==> config.mk <==
export PLATFORM = sky130hd
export DESIGN_NAME = gcd_out_buf
export DESIGN_NICKNAME = d
export VERILOG_FILES = /design/src/sv/gcd_pkg.sv /design/src/sv/gcd_out_buf.sv
export SDC_FILE = /design/constraint.sdc
export NUM_CORES = 1
export LEC_CHECK = 0
export BUFFER_PORTS_ARGS = -buffer_cell sky130_fd_sc_hd__buf_4
export CORE_MARGIN = 2
export CORE_UTILIZATION = 54
export CTS_BUF_LIST = sky130_fd_sc_hd__clkbuf_2 sky130_fd_sc_hd__clkbuf_4 sky130_fd_sc_hd__clkbuf_8
export CTS_CLUSTER_SIZE = 40
export DETAILED_ROUTE_END_ITERATION = 12
export GPL_TIMING_DRIVEN = 0
export PLACE_DENSITY = 0.82
export SYNTH_ARGS = -nofsm -noshare
export SYNTH_HDL_FRONTEND = slang
export SYNTH_SLANG_ARGS = --single-unit
==> constraint.sdc <==
create_clock -name clk_i -period 2.53 [get_ports clk_i]
set_input_delay 0.1265 -clock clk_i [delete_from_list [all_inputs] [get_ports clk_i]]
set_output_delay 0.1265 -clock clk_i [all_outputs]
set_load 0.01 [all_outputs]
==> src/sv/gcd_pkg.sv <==
// ----------------------------------------------------------------------------
// gcd_pkg: shared types and constants of the grid collision detector
// Grid geometry, item and result layouts, memory entry format and helpers.
// ----------------------------------------------------------------------------
package gcd_pkg;

  // Grid geometry and field widths
  localparam int unsigned GridX     = 16;
  localparam int unsigned GridY     = 16;
  localparam int unsigned GridZ     = 16;
  localparam int unsigned MaxDrones = 255;
  localparam int unsigned Cells     = GridX * GridY * GridZ;
  localparam int unsigned CellAw    = $clog2(Cells);
  localparam int unsigned IdW       = 8;
  localparam int unsigned CoordW    = 4;
  localparam int unsigned CountW    = 16;
  localparam int unsigned EpochW    = 8;
  localparam int unsigned EntryW    = EpochW + IdW;

  localparam logic [CountW-1:0] LimitReset = 16'd10;
  localparam logic [CountW-1:0] CountMax   = '1;

  // Item kinds carried on tuser
  localparam logic CmdReport   = 1'b0;
  localparam logic CmdFrameEnd = 1'b1;

  typedef enum logic {
    StSweep,
    StRun
  } state_e;

  typedef struct packed {
    logic              command;
    logic [IdW-1:0]    drone_id;
    logic              has_position;
    logic [CoordW-1:0] pos_x;
    logic [CoordW-1:0] pos_y;
    logic [CoordW-1:0] pos_z;
  } item_t;

  typedef struct packed {
    logic              collision;
    logic [IdW-1:0]    other_drone;
    logic [CountW-1:0] collision_count;
    logic              halted;
  } res_t;

  // One grid cell: frame tag plus owner id (owner 0 = empty)
  typedef struct packed {
    logic [EpochW-1:0] epoch;
    logic [IdW-1:0]    owner;
  } entry_t;

  // Status from the update stage toward the input handshake
  typedef struct packed {
    logic s1_valid;
    logic block;
  } stat_t;

  // Linear cell address of a coordinate triple
  function automatic logic [CellAw-1:0] cell_index(logic [CoordW-1:0] x,
                                                   logic [CoordW-1:0] y,
                                                   logic [CoordW-1:0] z);
    int unsigned idx;
    idx = (int'(x) * GridY + int'(y)) * GridZ + int'(z);
    return idx[CellAw-1:0];
  endfunction

  // Coordinates inside the grid
  function automatic logic in_grid(logic [CoordW-1:0] x,
                                   logic [CoordW-1:0] y,
                                   logic [CoordW-1:0] z);
    return (int'(x) < GridX) && (int'(y) < GridY) && (int'(z) < GridZ);
  endfunction

endpackage

==> src/sv/gcd_out_buf.sv <==
// ----------------------------------------------------------------------------
// gcd_out_buf: two-entry result buffer
// Holds finished results so the update stage never waits on the receiver.
// ----------------------------------------------------------------------------
module gcd_out_buf (
  input  logic          clk_i,
  input  logic          rst_ni,
  input  logic          push_i,
  input  gcd_pkg::res_t push_data_i,
  output logic          valid_o,
  input  logic          ready_i,
  output gcd_pkg::res_t data_o,
  output logic [1:0]    count_o
);

  gcd_pkg::res_t mem_q [2];
  logic          wr_ptr_q, rd_ptr_q;
  logic [1:0]    count_q;
  logic          pop;

  assign pop     = valid_o && ready_i;
  assign valid_o = (count_q != 2'd0);
  assign data_o  = mem_q[rd_ptr_q];
  assign count_o = count_q;

  // Advance pointers and occupancy
  always_ff @(posedge clk_i or negedge rst_ni) begin
    if (!rst_ni) begin
      wr_ptr_q <= 1'b0;
      rd_ptr_q <= 1'b0;
      count_q  <= 2'd0;
    end else begin
      if (push_i) wr_ptr_q <= ~wr_ptr_q;
      if (pop)    rd_ptr_q <= ~rd_ptr_q;
      count_q <= count_q + {1'b0, push_i} - {1'b0, pop};
    end
  end

  // Store pushed results
  always_ff @(posedge clk_i) begin
    if (push_i) begin
      mem_q[wr_ptr_q] <= push_data_i;
    end
  end

endmodule

### Yosys cells after proc, flatten, opt, wreduce, memory -nomap -nowiden

Memories as Yosys holds them, arrays and structs flattened.
Index checks and enable logic that the tools add are counted.

| storage, ports and cells | value |
|---|---|
| flip-flop bits (word level) | 4 |
| output and inout bits | 29 |
| latch bits | 0 |
| RAM bits | 52 |
| ROM bits | 0 |
| memories kept | 1 |

Memories:

| memory | words | bits a word | read ports | clocked after memory_dff | write ports | RTL line | source |
|---|---|---|---|---|---|---|---|
| mem_q | 2 | 26 | 1 | 0 | 1 | gcd_out_buf.sv:16 | `gcd_pkg::res_t mem_q [2];` |

| cells by class | value |
|---|---|
| shifts and indexed selects | 0 |
| multiplexer cells | 2 |
| div/mod/pow operators | 0 |
| $mul | 0 |
| equality and inequality tests | 0 |
| $lt $le $gt $ge | 0 |
| add/sub/neg operators | 2 |
| bitwise logic cells | 2 |
| reduce and logical (&&, ||, !) cells | 2 |

Operators with widths:

| operator | number |
|---|---|
| $add A2 B1 Y2 | 1 |
| $mux W1 | 2 |
| $not A1 Y1 | 2 |
| $reduce_bool A2 Y1 | 1 |
| $sub A2 B1 Y2 | 1 |
| $logic_and A1 B1 Y1 | 1 |

### Depth between registers and ports, before layout

| depth | value |
|---|---|
| depth after elaboration | 3 |
| depth in mapped cells | 6 |
| gate-level depth less buffers | 6 |

### Worst setup path after synthesis

Ideal clock, no wire load.

| path | value |
|---|---|
| kind | register to register |
| start | reg wr_ptr_q |
| end | mem mem_q[0][0] (netlist bit) (enable) |
| required time | 2.118 ns |
| arrival | 1.578 ns |
| path buffers | 0 |
| setup slack | 0.540 ns |
| period minus slack after synthesis | 1.990 ns |
| stages on the path, launching flop included | 2 |
| cells stage by stage | dfrtp_1 nor2b_1 |

RTL lines:

| what | RTL line | source |
|---|---|---|
| start, declared | gcd_out_buf.sv:17 | `logic wr_ptr_q, rd_ptr_q;` |
| start signal, assigned | gcd_out_buf.sv:33 | `if (push_i) wr_ptr_q <= ~wr_ptr_q;` |
| end, declared | gcd_out_buf.sv:16 |  |

Straight into the memory's write port.

### Worst setup path in the final report

| path | value |
|---|---|
| start | reg wr_ptr_q |
| end | mem mem_q[1][19] (netlist bit) (enable) |

Straight into the memory's write port.

==> flow_metrics.py <==
metrics = {
    "routing": {
        "wl_per_cell_um": 14.9,
        "drcViolationCount": 0,
        "dr_total_vias": 1127,
        "highest_layer": "met4",
        "routed_via_density": 4.86,
        "drtPass1Iterations": 4,
        "ant_nets": 0,
        "wirelength_um": 3460,
        "dr_wl_met3_um": 194,
        "dr_wl_met2_um": 2010,
        "first_iter_violations": 46,
        "wl_met1_um": 1220,
    },
    "synthesis": {
        "yosysUniqueCellTypes": 14,
        "yosysSeqAreaShare_pct": 76.5,
        "syn_area_um2": 2170,
        "yosys_warnings": 0,
        "synth_nets": 129,
        "ys_seq_elements": 56,
        "synth_cells": 97,
        "synth_area_per_cell_um2": 22.4,
    },
    "die": {
        "die_h_um": 67.4,
        "chipWidth_um": 67.4,
        "pin_count": 59,
        "fp-row-count": 23,
        "core_area_um2": 3940,
        "die_area_um2": 4540,
        "start_util_pct": 55.1,
    },
    "cts": {
        "tritoncts": "done",
        "worstSkewPairLatency_ns": 0.30,
        "clockBufferDepth": 2,
        "root_buffer": "clkbuf_8",
        "cts_sinks": 56,
        "cts.clk_slew.worst_paths_ns": 0.09,
        "cts_buffers": 5,
        "htreeDepth": 2,
        "post_cts_buffers": 0,
    },
    "setup_path": {
        "path_cells": "and2_1",
        "crit_family": "simple AND/OR/NAND/NOR gates",
        "slowest_delay_ns": 0.93,
        "cp_slowest_cell": "and2_1",
        "critPathLaunchType": "flop",
        "crit_required_ns": 2.45,
        "cp_num_buf_inv": 0,
        "crit_path_max_fanout": 26,
        "crit_path_end_kind": "flop",
        "worstSetupPathType": "reg -> reg",
        "cp.arrival_ns": 1.63,
    },
    "timing": {
        "setup_tns_ns": 0,
        "clock.fmax_mhz": 583,
        "fin_skew_ns": 0.00619,
        "setup_viol": 0,
        "period_minus_slack_ns": 1.71,
        "hold_violations": 0,
        "post-route-period-util_pct": 67.7,
        "slew_viol_final": 0,
        "relSlewSlack_pct": 21.9,
        "fin_ws_ns": 0.816,
        "worstMarginPinSlew_ns": 1.17,
        "rsz0062_at_grt": "false",
    },
    "power": {
        "leakage_nw": 1.22,
        "power_frac_comb_pct": 39.1,
        "peakVddDrop_mv": 0.774,
        "switching_share_pct": 26.7,
        "power.density_nw_per_um2": 1020,
        "power_mw": 3.06,
        "power.internal_mw": 2.25,
        "seq_power_share_pct": 42.6,
        "p_sw_uw": 819,
        "pwr-share-clk_pct": 18.4,
    },
    "global_routing": {
        "grt.total_usage_pct": 15.9,
        "grt_pass1_wl_um": 5040,
        "grt_max_degree": 27,
        "grt_pass1_vias": 1138,
        "overflow": 0,
        "antenna_found_initial": 0,
    },
    "place": {
        "dpl_worst_slack_ns": 0.773,
        "gp_congestion": 0.633,
        "port_buffers": 58,
        "dp_hpwl_um": 2320,
    },
    "cells_and_area": {
        "nets": 213,
        "drive_above_1_share_pct": 53.8,
        "area_growth_pct": 37.8,
        "antenna_cells": 0,
    },
    "hold_path": {
        "hp-class": "in -> reg",
    },
    "flow_run": {
        "cap_violations": 0,
    },
    "run_status": {
        "outcome": "completed",
    },
}
==> through the flow <==
step / hold WS [ns] / cell area [µm²] / util, % / cells
floorplan: -0.169 / 2170 / - / 97
global placement: -0.0781 / 2670 / 67.7 / 205
detailed placement: -0.0749 / 2700 / 68.5 / 206
CTS: 0.000481 / 2910 / 73.8 / 224
global route: 0.000861 / 2990 / 75.8 / 232
finish: 0.00911 / 2990 / 75.8 / 232
==> cell usage in the layout, fill, tap and decap left out <==
cell type and n:
clkbuf_8 5, mux2_2 7, buf_6 1, dfrtp_1 4, clkinv_2 1, mux2_4 19
or2_2 1, o21a_1 1, xor2_1 2, dlygate4sd3_1 18, ha_1 2, buf_4 58
xnor2_1 2, nor2b_2 1, and2_1 1, buf_12 2, bufinv_16 1, clkbuf_4 1
buf_16 1, edfxtp_1 52, inv_1 2
==> kinds of logic after synthesis <==
kind of cell	share of synthesized area, %
flops	76.5
fa+ha+maj	1.15
simple gates	0.865
mux	16.8
compound gates	0.346
xor+xnor	1.61
buf+inv	2.71
==> layer usage <==
layer / global-route usage [%] / vias up
li1: - / 537
met1: 16.2 / 544
met2: 29.6 / 42
met3: 5.33 / 4
met4: 6.63 / 0
met5: 0 / -
==> registers in the layout, summed over array words and instances (netlist names) <==
register and flops:
rd_ptr_q 1, wr_ptr_q 1, count_o 2, mem_q 52
==> final timing paths <==
| check | from | endpoint | slack, ns | cells after the start |
|---|---|---|---|---|
| setup reg to reg | wr_ptr_q$_DFFE_PN0P_ | mem_q[1][19]$_DFFE_PP_ | 0.82 | 1 |
| hold reg to reg | wr_ptr_q$_DFFE_PN0P_ | wr_ptr_q$_DFFE_PN0P_ | 0.51 | 1 |
| hold / removal | push_data_i[11] | mem_q[1][11]$_DFFE_PP_ | 0.009 | 1 |
| max in group asynchronous | rst_ni | count_o[0]$_DFF_PN0_ | 2.27 | 2 |
| setup / recovery | wr_ptr_q$_DFFE_PN0P_ | mem_q[1][19]$_DFFE_PP_ | 0.82 | 1 |
| min in group asynchronous | rst_ni | rd_ptr_q$_DFFE_PN0P_ | 0.15 | 2 |
==> power groups by stage <==
stage                     Sequential, mW  Combinational, mW  Clock [mW]
after global placement              1.32               1.13           0
final                               1.30               1.20       0.563
after CTS                           1.31               1.21       0.574
after detailed placement            1.33               1.20           0
after global routing                1.33               1.29       0.608
after floorplan                     1.32              0.727           0
==> repair_timing <==
action | in CTS | in global routing
hold buffers | 10 | 8
endpoints found under the hold margin | 20 | 16
gates resized for setup | 0 | 0
==> cells in the mapped netlist <==
cell / instances / area, µm²
mux2_4: 19 / 285
dfrtp_1: 4 / 100
inv_1: 2 / 7.51
edfxtp_1: 52 / 1560
o21a_1: 1 / 7.51
ha_1: 2 / 25.0
or2_2: 1 / 6.26
xnor2_1: 2 / 17.5
buf_12: 2 / 40.0
buf_6: 1 / 11.3
nor2b_1: 1 / 6.26
xor2_1: 2 / 17.5
mux2_2: 7 / 78.8
and2_1: 1 / 6.26
==> cell type report <==
| type | count | area (µm²) |
|---|---|---|
| flip-flops and latches | 56 | 1660 |
| fillers | 230 | 952 |
| repair buffers | 77 | 643 |
| multi-input cells | 36 | 453 |
| clock buffers | 6 | 76.3 |
| well taps | 50 | 62.6 |
| plain buffers | 3 | 51.3 |
| clock inverters | 2 | 35.0 |
| inverters | 2 | 7.51 |
Note: power is estimated with default switching activity, not from simulation.
